[config.mk]
export PLATFORM = sky130hd
export DESIGN_NAME = vot_ram
export DESIGN_NICKNAME = d
export VERILOG_FILES = /design/src/rtl/core/vot_ram.sv
export SDC_FILE = /design/constraint.sdc
export NUM_CORES = 1
export LEC_CHECK = 0
export ABC_AREA = 1
export BUFFER_PORTS_ARGS = -buffer_cell sky130_fd_sc_hd__buf_2
export CAP_MARGIN = 20
export CORE_MARGIN = 2
export CORE_UTILIZATION = 44
export DETAILED_ROUTE_END_ITERATION = 16
export PLACE_DENSITY_LB_ADDON = 0.05
export SETUP_SLACK_MARGIN = 0.15
export SLEW_MARGIN = 40
export SYNTH_ARGS = -nofsm -noshare
export SYNTH_HDL_FRONTEND = slang
export SYNTH_SLANG_ARGS = --single-unit
[constraint.sdc]
create_clock -name clk -period 3.3 [get_ports clk]
set_input_delay 0.33 -clock clk [delete_from_list [all_inputs] [get_ports clk]]
set_output_delay 0.33 -clock clk [all_outputs]
set_load 0.03 [all_outputs]
[src/rtl/core/vot_ram.sv]
// ----------------------------------------------------------------------------
// Generic RAM
// One write port and one read port with registered read data.
// ----------------------------------------------------------------------------
module vot_ram #(
  parameter int WIDTH = 8,
  parameter int DEPTH = 64
) (
  input  logic                     clk,
  input  logic                     we,
  input  logic [$clog2(DEPTH)-1:0] waddr,
  input  logic [WIDTH-1:0]         wdata,
  input  logic [$clog2(DEPTH)-1:0] raddr,
  output logic [WIDTH-1:0]         rdata
);

  logic [WIDTH-1:0] mem [DEPTH];

  // Write port and registered read port.
  always_ff @(posedge clk) begin
    if (we) begin
      mem[waddr] <= wdata;
    end
    rdata <= mem[raddr];
  end

endmodule

==> results.json <==
{
  "total_power_w": 0.01419,
  "synth.distinct_cells": 16,
  "critPathMaxFanout": 9,
  "p_seq_share_pct": 51.7,
  "yosys.area.top_type": "edfxtp_1",
  "clockPowerShare_pct": 42.0,
  "dieArea_um2": 50280,
  "internal-power_w": 0.01098,
  "slew_headroom_pct": 45.10,
  "cts_root_buf": "clkbuf_16",
  "netlist_top_cells_count": "648 x nand2_1, 512 x edfxtp_1, 439 x nand3_1, 56 x nor2_1, 37 x buf_2",
  "area_growth_pct": 12.33,
  "cts_setup_buffers": 0,
  "num_vias": 13580,
  "power_density_nw_per_um2": 592.0,
  "cp_top_family": "simple AND/OR/NAND/NOR gates",
  "grt_max_degree": 126,
  "synth_top_area_share_pct": 72.05,
  "hold_class": "in -> reg",
  "worstPathBufferInverterCount": 2,
  "yosysMostFrequentCell": "nand2_1",
  "wirelength_mm": 57.18,
  "core_area_um2": 47850,
  "io_pins": 30,
  "path_cells": "buf_2 -> inv_1 -> nand4_1 -> nor2_1",
  "met1_length_mm": 25.66,
  "synth.net_count": 1827,
  "switching_share_pct": 22.62,
  "cts_hold_buf": 0,
  "grt_pass1_wl_mm": 86.33,
  "cts-htree-levels": 2,
  "arrival_ns": 2.17,
  "place.gp.congestion": 0.7988,
  "drt_iter0_drc": 1319,
  "synth_cells": 1805,
  "post_drt_wl_per_cell_um": 22.63,
  "synthFlopType": "edfxtp_1",
  "cp-end-kind": "flop",
  "fin_skew_ns": 0.01537,
  "dp.cells": 2424,
  "wl_met3_mm": 3.322,
  "synthesis.area_um2": 21340,
  "clockBufferDepth": 3,
  "crit_type": "in -> reg",
  "async_flop_share_pct": 0,
  "initial_utilization_pct": 44.60,
  "netlist_top_cells_area": "edfxtp_1 72%, nand2_1 11%, nand3_1 10%",
  "fin_crit_ns": 1.940,
  "grt-ovfl-total": 0,
  "fmax_ghz": 0.5154,
  "clk_pin_slew_worst_paths_ns": 0.06,
  "drc": 0,
  "cpPeakStageDelay_ns": 0.86,
  "dr.pass1.iters": 5,
  "finalSetupTns_ns": 0,
  "ir_worst_vdd_uv": 412.3,
  "ys_warn_count": 0,
  "ant_nets": 0,
  "cts_buffers": 56,
  "fin_cells": 2527,
  "grt_pass1_vias": 13530,
  "synth.avg_cell_area_um2": 11.82,
  "hold_viol_final": 0,
  "ys_seq_elements": 520,
  "cts.repair.resized": 0,
  "finalSetupViolCount": 0,
  "required_ns": 3.53,
  "hpwl_mm": 32.93,
  "viasPerCell": 5.375,
  "layout_setup_ws_ns": 1.360,
  "rsz0062_at_grt": "no",
  "highest_layer": "met5",
  "synth-edff-count": 512,
  "drv_cap": 0,
  "antenna_found_initial": 3,
  "wl_met2_mm": 26.92,
  "drive_gt1_share_pct": 10.26,
  "cellLeakagePower_nw": 8.707,
  "slowest_stage": "nor2_1",
  "tightestPinTransition_ns": 0.8184,
  "chipHeight_um": 224.2,
  "fp-row-count": 80,
  "dpl_worst_slack_ns": 0.7562,
  "fin_crit_sh_pct": 58.79,
  "nets": 1889,
  "clk_latency_ns": 0.60,
  "p_switching_w": 0.003210,
  "port_buffers": 29,
  "grt_usage_pct": 23.30,
  "power_frac_comb_pct": 6.3,
  "status": "finished clean",
  "cts_tree": "built",
  "clock-sinks": 520,
  "yosysSeqAreaShare_pct": 72.80,
  "die_w_um": 224.2,
  "whs_ns": 0.1011,
  "drv_slew": 0,
  "critPathLaunchType": "input pin"
}
[worst register-to-register path, delay by kind of cell (launching register included)]
kind / cells / cell delay [ns]
AND/OR/NAND/NOR: 8 / 0.95
flip-flops: 1 / 0.36
[registers in the layout, summed over array words and instances (netlist names)]
name	flops
mem	512
rdata	8
[power by group through the flow]
stage	clock network [W]	logic [W]	registers, W
2_1_floorplan	0	0.000514	0.00749
3_3_place_gp	0	0.000908	0.00747
3_5_place_dp	0	0.000912	0.00747
4_1_cts	0.00609	0.000913	0.00733
5_1_grt	0.00633	0.000993	0.00733
6_report	0.00596	0.000898	0.00733
[layer usage]
metal  GRT usage, %  vias to the layer above
li1               -                     6489
met1          33.00                     6635
met2          37.63                      368
met3          3.462                       86
met4          6.836                        4
met5              0                        -
[per-stage QoR]
stage / util (%) / area (um^2)
after floorplan: - / 21340
after global placement: 46.46 / 22230
after detailed placement: 46.47 / 22240
after CTS: 50.07 / 23960
after global routing: 50.09 / 23970
final: 50.10 / 23970
[placed cells by master (no fill, tap or decap), drive strengths merged]
master,netlist,routed
nand2,648,648
nor4,8,8
buf,98,116
bufinv,0,4
clkbuf,15,70
nand3,439,439
clkinv,0,28
dfxtp,8,8
clkinvlp,0,2
nor2,56,56
nand4,9,9
inv,12,11
edfxtp,512,512
diode,0,1
[logic make-up (layout without fill, tap and decap cells)]
| group | Yosys count | in the layout | share of synthesized area (%) |
|---|---|---|---|
| buffers and inverters | 125 | 231 | 4.022 |
| flip-flops | 520 | 520 | 72.80 |
| other | 0 | 1 | 0 |
| AND/OR/NAND/NOR | 1160 | 1160 | 23.18 |
[final timing paths]
kind	startpoint	to	slack, ns	depth (start not counted)
setup / recovery	waddr[1]	mem[13][4]$_DFFE_PP_	1.36	4
hold / removal	raddr[5]	rdata[3]$_DFF_P_	0.10	3
setup reg to reg	mem[33][2]$_DFFE_PP_	rdata[2]$_DFF_P_	1.87	8
hold reg to reg	mem[14][6]$_DFFE_PP_	rdata[6]$_DFF_P_	0.81	8
[final cells by class]
type | count | area [um^2]
Multi-Input combinational cell | 1160 | 4949
Clock buffer | 69 | 1471
Clock inverter | 33 | 251.5
Tap cell | 615 | 769.5
Sequential cell | 520 | 15530
Timing Repair Buffer | 117 | 937.1
Antenna cell | 1 | 2.502
Fill cell | 4277 | 23880
Inverter | 12 | 55.05
No activity file was read; power rests on OpenSTA's default activity.
