--- src/rtl/core/vot_pkg.sv ---
// ----------------------------------------------------------------------------
// Virtual order queue tracker package
// Shared constants, the table entry layout and the sequencer state types.
// ----------------------------------------------------------------------------
package vot_pkg;

  // Default table size.
  localparam int TABLE_DEPTH_DEF = 64;

  // Command codes.
  localparam logic [2:0] CMD_PLACE   = 3'd0;
  localparam logic [2:0] CMD_CANCEL  = 3'd1;
  localparam logic [2:0] CMD_TRADE   = 3'd2;
  localparam logic [2:0] CMD_MARK    = 3'd3;
  localparam logic [2:0] CMD_COMPACT = 3'd4;

  // Order status codes.
  localparam logic [1:0] STAT_PENDING   = 2'd0;
  localparam logic [1:0] STAT_FILLED    = 2'd1;
  localparam logic [1:0] STAT_CANCELLED = 2'd2;

  // The price scale 1e8 is 2^8 times SCALE_ODD. SCALE_RECIP is
  // floor(2^50 / SCALE_ODD), used to divide by SCALE_ODD with a multiply.
  localparam logic [18:0] SCALE_ODD   = 19'd390625;
  localparam logic [31:0] SCALE_RECIP = 32'd2882303761;

  // One stored order.
  typedef struct packed {
    logic [31:0] id;
    logic        side;
    logic [46:0] price;
    logic [31:0] qty;
    logic [31:0] ahead_qty;
    logic [1:0]  status;
    logic [63:0] profit;
    logic [62:0] fill_time;
  } entry_t;

  localparam int ENTRY_W = $bits(entry_t);

  // Main sequencer states.
  typedef enum logic [2:0] {
    S_IDLE,
    S_SCAN,
    S_READ,
    S_EVAL,
    S_MWAIT,
    S_FIN
  } state_t;

  // Profit unit states.
  typedef enum logic [3:0] {
    PU_IDLE,
    PU_MLO,
    PU_MHI,
    PU_SUM,
    PU_RLO,
    PU_RHI,
    PU_EST,
    PU_BACK,
    PU_FIX,
    PU_FIN
  } pu_state_t;

endpackage

--- src/rtl/core/vot_profit_unit.sv ---
// ----------------------------------------------------------------------------
// Profit unit
// Computes (a - b) * q / 1e8 truncated toward zero with one 32-bit multiplier
// shared by the product and by a reciprocal division done 32 bits at a time.
// ----------------------------------------------------------------------------
module vot_profit_unit (
  input  logic        clk,
  input  logic        rst,
  input  logic        start,
  input  logic [46:0] a,
  input  logic [46:0] b,
  input  logic [31:0] q,
  output logic        done,
  output logic [63:0] result
);

  localparam logic [50:0] D1 = {32'd0, vot_pkg::SCALE_ODD};
  localparam logic [50:0] D2 = {31'd0, vot_pkg::SCALE_ODD, 1'b0};

  vot_pkg::pu_state_t state, state_next;

  logic        neg;
  logic [46:0] mag;
  logic [31:0] qr;
  logic [63:0] p_lo;
  logic [63:0] p_hi;
  logic [63:0] dq;
  logic [26:0] rem;
  logic        limb;
  logic [31:0] q_est;
  logic [63:0] back;
  logic [31:0] mul_a;
  logic [31:0] mul_b;
  logic [63:0] mul_p;
  logic [78:0] sum;
  logic [63:0] est_sum;
  logic [58:0] cur;
  logic [50:0] x;
  logic [50:0] r_raw;
  logic [50:0] r_fix;
  logic [31:0] qd;

  // The upper dividend limb sits in dq[63:32]; the scale's factor 2^8 is a shift.
  assign cur     = {rem, dq[63:32]};
  assign x       = cur[58:8];
  assign sum     = {15'd0, p_lo} + {p_hi[46:0], 32'd0};
  assign est_sum = p_hi + {32'd0, p_lo[63:32]};

  // Shared multiplier operands.
  always_comb begin
    mul_a = '0;
    mul_b = '0;
    unique case (state)
      vot_pkg::PU_MLO: begin
        mul_a = qr;
        mul_b = mag[31:0];
      end
      vot_pkg::PU_MHI: begin
        mul_a = qr;
        mul_b = {17'd0, mag[46:32]};
      end
      vot_pkg::PU_RLO: begin
        mul_a = x[31:0];
        mul_b = vot_pkg::SCALE_RECIP;
      end
      vot_pkg::PU_RHI: begin
        mul_a = {13'd0, x[50:32]};
        mul_b = vot_pkg::SCALE_RECIP;
      end
      vot_pkg::PU_BACK: begin
        mul_a = q_est;
        mul_b = {13'd0, vot_pkg::SCALE_ODD};
      end
      default: begin
      end
    endcase
    mul_p = {32'd0, mul_a} * {32'd0, mul_b};
  end

  // The estimate is at most two below the true quotient digit; fix it up.
  always_comb begin
    r_raw = x - back[50:0];
    if (r_raw >= D2) begin
      qd    = q_est + 32'd2;
      r_fix = r_raw - D2;
    end else if (r_raw >= D1) begin
      qd    = q_est + 32'd1;
      r_fix = r_raw - D1;
    end else begin
      qd    = q_est;
      r_fix = r_raw;
    end
  end

  // Next state.
  always_comb begin
    state_next = state;
    unique case (state)
      vot_pkg::PU_IDLE: if (start) state_next = vot_pkg::PU_MLO;
      vot_pkg::PU_MLO:  state_next = vot_pkg::PU_MHI;
      vot_pkg::PU_MHI:  state_next = vot_pkg::PU_SUM;
      vot_pkg::PU_SUM:  state_next = vot_pkg::PU_RLO;
      vot_pkg::PU_RLO:  state_next = vot_pkg::PU_RHI;
      vot_pkg::PU_RHI:  state_next = vot_pkg::PU_EST;
      vot_pkg::PU_EST:  state_next = vot_pkg::PU_BACK;
      vot_pkg::PU_BACK: state_next = vot_pkg::PU_FIX;
      vot_pkg::PU_FIX:  state_next = limb ? vot_pkg::PU_FIN : vot_pkg::PU_RLO;
      vot_pkg::PU_FIN:  state_next = vot_pkg::PU_IDLE;
      default:          state_next = vot_pkg::PU_IDLE;
    endcase
  end

  // Outputs.
  always_comb begin
    done   = (state == vot_pkg::PU_FIN);
    result = neg ? (64'd0 - dq) : dq;
  end

  always_ff @(posedge clk) begin
    if (rst) begin
      state <= vot_pkg::PU_IDLE;
    end else begin
      state <= state_next;
    end
  end

  // Datapath.
  always_ff @(posedge clk) begin
    unique case (state)
      vot_pkg::PU_IDLE: begin
        neg <= (a < b);
        mag <= (a < b) ? (b - a) : (a - b);
        qr  <= q;
      end
      vot_pkg::PU_MLO: begin
        p_lo <= mul_p;
      end
      vot_pkg::PU_MHI: begin
        p_hi <= mul_p;
      end
      vot_pkg::PU_SUM: begin
        // The top limb is below the scale, so it is the first remainder.
        dq   <= sum[63:0];
        rem  <= {12'd0, sum[78:64]};
        limb <= 1'b0;
      end
      vot_pkg::PU_RLO: begin
        p_lo <= mul_p;
      end
      vot_pkg::PU_RHI: begin
        p_hi <= mul_p;
      end
      vot_pkg::PU_EST: begin
        q_est <= est_sum[49:18];
      end
      vot_pkg::PU_BACK: begin
        back <= mul_p;
      end
      vot_pkg::PU_FIX: begin
        dq   <= {dq[31:0], qd};
        rem  <= {r_fix[18:0], cur[7:0]};
        limb <= 1'b1;
      end
      default: begin
      end
    endcase
  end

endmodule

--- config.mk ---
export PLATFORM = sky130hd
export DESIGN_NAME = vot_profit_unit
export DESIGN_NICKNAME = d
export VERILOG_FILES = /design/src/rtl/core/vot_pkg.sv /design/src/rtl/core/vot_profit_unit.sv
export SDC_FILE = /design/constraint.sdc
export NUM_CORES = 2
export LEC_CHECK = 0
export ABC_CLOCK_PERIOD_IN_PS = 18300
export BUFFER_PORTS_ARGS = -buffer_cell sky130_fd_sc_hd__clkbuf_2
export CAP_MARGIN = 5
export CORE_UTILIZATION = 65
export DETAILED_ROUTE_END_ITERATION = 10
export GPL_TIMING_DRIVEN = 0
export PLACE_DENSITY = 0.83
export SLEW_MARGIN = 5
export SYNTH_ARGS = -nofsm -noshare
export SYNTH_HDL_FRONTEND = slang
export SYNTH_SLANG_ARGS = --single-unit
--- constraint.sdc ---
create_clock -name clk -period 18.3 [get_ports clk]
set_input_delay 2.745 -clock clk [delete_from_list [all_inputs] [get_ports clk]]
set_output_delay 2.745 -clock clk [all_outputs]
set_load 0.01 [all_outputs]
==> reports/summary.txt <==
gr ovfl total: 0
most common cell type on the critical path: fa_1
root buf cell: clkbuf_16
worst reg2reg endpoint: p_lo[54]
area leader, netlist: fa_1
initial antenna violation count: 48
hold wc startpoint: p_lo[13]
EDFF count, synth: 369
clock latency on the worst-skew pair: 580 ps
Routed WL: 253000 µm
Avg WL per Cell: 31.1 µm
share of cells above drive strength 1: 5.39%
Syn Inst Count: 6632
Clock Path Buffers: 3
DR iter-0 viols: 8829
Slew HR: -8.69%
total iterations of the first detailed-routing run: 10
CTS Hold Bufs: 0
Nets: 8368
total negative slack: 0 ps
Syn Nets: 8107
most common cell after layout, fill and taps aside: inv_1
first-pass GRT wire length: 361000 µm
Post-DP HPWL: 201000 µm
ys async rst share: 0%
Post-CTS Setup Repair Bufs: 0
vias post-DR: 55500
Inst Count DP: 8028
post-synth cell types: 88
Largest stage delay, worst path: 1160 ps
RePlAce Congestion: 1.16
CP Data Required Time: 18540 ps
Critical Path AT: 14860 ps
Die X-Extent: 303 µm
I/O pins: 194
Crit. End Element: register
commonest register cell after synthesis: edfxtp_1
die area: 91900 µm²
Peak supply drop: 0.000135 V
vias in the first global route: 54100
Setup Skew: 17.8 ps
Die H: 303 µm
H-tree Lvls: 2
Period Utilization, post-route: 79.9%
Rows: 110
ANT nets after route: 0
CTS tree: yes
Worst R2R Start: state[2]
status: finished with violations
min cycle time layout: 14610 ps
via-per-instance ratio: 6.80
WS Path Type: reg -> reg
max-slew violations: 51
average size of a mapped cell: 8.89 µm²
TritonCTS Sinks: 373
worst reg-to-reg setup slack: 3690 ps
mapped cell area: 59000 µm²
final setup vio count: 0
Hold EP: dq[13]
Num CTS Buffers: 38
total track usage: 55.8%
R2R depth: 33
cell area after layout: 63400 µm²
FMAX: 0.0684 GHz
Max FO, Critical Path: 10
Power Dens Cells: 111 nW/µm²
PortBufs: 193
top-area cell type share of the netlist area: 30.6%
synth top area cells: fa_1 31%, edfxtp_1 19%, ha_1 9.5%
Final Instance Count excl. Fillers: 8154
Tightest Hold Check Type: reg -> reg
number of synthesized register bits: 373
DRC viols: 0
Min-Delay Path Depth: 2
Worst-Margin Slew: 1630 ps
post-CTS resize count: 0
area growth from synthesis to layout: 7.52%
RSZ-0062 raised after global routing: no
commonest non-fill, non-tap cells in the layout: 1127 x inv_1, 900 x fa_1, 813 x nand2_1
Max Cap Violations: 9
Seq/Total Area, Yosys: 18.9%
clock slew at reported path FFs: 60 ps
yosys warns: 0
CP Launch Type: register
largest net degree at the start of global routing: 51
starting density of the core: 65.6%
failing checks: capacitance limit, slew limit
fill count: 6963
CP max stage cell: clkbuf_1
leakage: 29.2 nW
core area: 89900 µm²
Final Hold Fails: 0
placed inst area: 61900 µm²
## stage by stage
| step | utilization, % | hold slack [ps] | worst slack (ps) | power (mW) |
|---|---|---|---|---|
| finish | 70.5 | 524 | 3690 | 7.05 |
| global route | 70.4 | 555 | 4030 | 7.17 |
| floorplan | - | 484 | 7350 | 3.83 |
| detailed placement | 68.8 | 503 | 5020 | 5.71 |
| CTS | 70.4 | 518 | 4960 | 6.59 |
| global placement | 68.3 | 490 | 2410 | 5.55 |
## per-layer routing
metal	track usage [%]	vias up	part of all wire, %
li1	-	22000	-
met1	65.0	26400	32
met2	75.6	5339	39
met3	31.0	1623	18
met4	42.9	44	10
met5	3.47	-	0.27
## where the power goes
group / internal, mW / total, mW / switching [mW] / leakage (nW)
clock network: 0.503 / 0.871 / 0.369 / 0.658
registers: 1.33 / 1.48 / 0.141 / 3.50
logic: 1.33 / 4.70 / 3.37 / 25.1
## synth_stat cells (all sizes together), types with 5 or more instances
master / instances
nand4: 57
a22oi: 41
a31oi: 55
nor2: 766
a221o: 12
nor3: 44
o2111ai: 9
o21a: 34
a21oi: 314
a211oi: 28
xnor2: 199
or4: 25
xor2: 71
fa: 900
edfxtp: 369
mux2i: 28
nor2b: 24
a21o: 140
buf: 27
o21bai: 47
and4: 9
nor3b: 7
a221oi: 18
a21boi: 12
o31a: 5
mux2: 17
o211ai: 28
nor4: 20
and2: 44
a211o: 16
inv: 1128
clkbuf: 292
a31o: 8
o21ai: 228
o41ai: 10
or3: 35
a2111oi: 5
nand2: 813
and3: 56
ha: 446
o221ai: 8
or2: 14
o31ai: 40
nand2b: 34
nand3: 85
## worst max path at each step
stage | slack, ps | from | endpoint
2_1_floorplan | 7350 | state[2] | p_lo[62]
3_3_place_gp | 2410 | state[2] | p_lo[56]
3_5_place_dp | 5020 | state[2] | p_lo[56]
4_1_cts | 4960 | state[2] | p_lo[56]
5_1_grt | 4030 | state[2] | p_lo[56]
6_report | 3690 | state[2] | p_lo[54]
## flip-flops by register name, summed over array words and instances (netlist names)
| register | cells |
|---|---|
| back | 51 |
| dq | 64 |
| limb | 1 |
| mag | 47 |
| neg | 1 |
| p_hi | 50 |
| p_lo | 64 |
| q_est | 32 |
| qr | 32 |
| rem | 27 |
| state | 4 |
## cell type report
class | count | area (µm²) | share of cell area [%]
timing repair buffer | 221 | 1320 | 2.08
clock inverter | 25 | 383 | 0.604
clock buffer | 44 | 973 | 1.54
antenna | 56 | 140 | 0.221
inverter | 1128 | 4230 | 6.68
tap | 1176 | 1470 | 2.32
multi-input combinational | 4812 | 42500 | 67.0
sequential | 373 | 11200 | 17.6
buffer | 319 | 1230 | 1.94
## cell families after synthesis
logic type | after synthesis | synth area share [%]
AO/OA/AOI/OAI | 1102 | 12.0
buffers and inverters | 1447 | 9.26
XOR/XNOR | 270 | 4.01
adder cells (fa/ha/maj) | 1346 | 40.0
multiplexers | 45 | 0.800
AND/OR/NAND/NOR | 2049 | 15.0
flip-flops | 373 | 18.9
## worst max-delay path, delay by kind of cell (launching register included)
family,cells,cell delay (ps)
AOI/OAI and AO/OA,8,3750
DFF,1,300
adders and majority gates,9,4640
and+or+nand+nor,8,2990
buffers and inverters,8,2580
No activity file was read; power rests on OpenSTA's default activity.
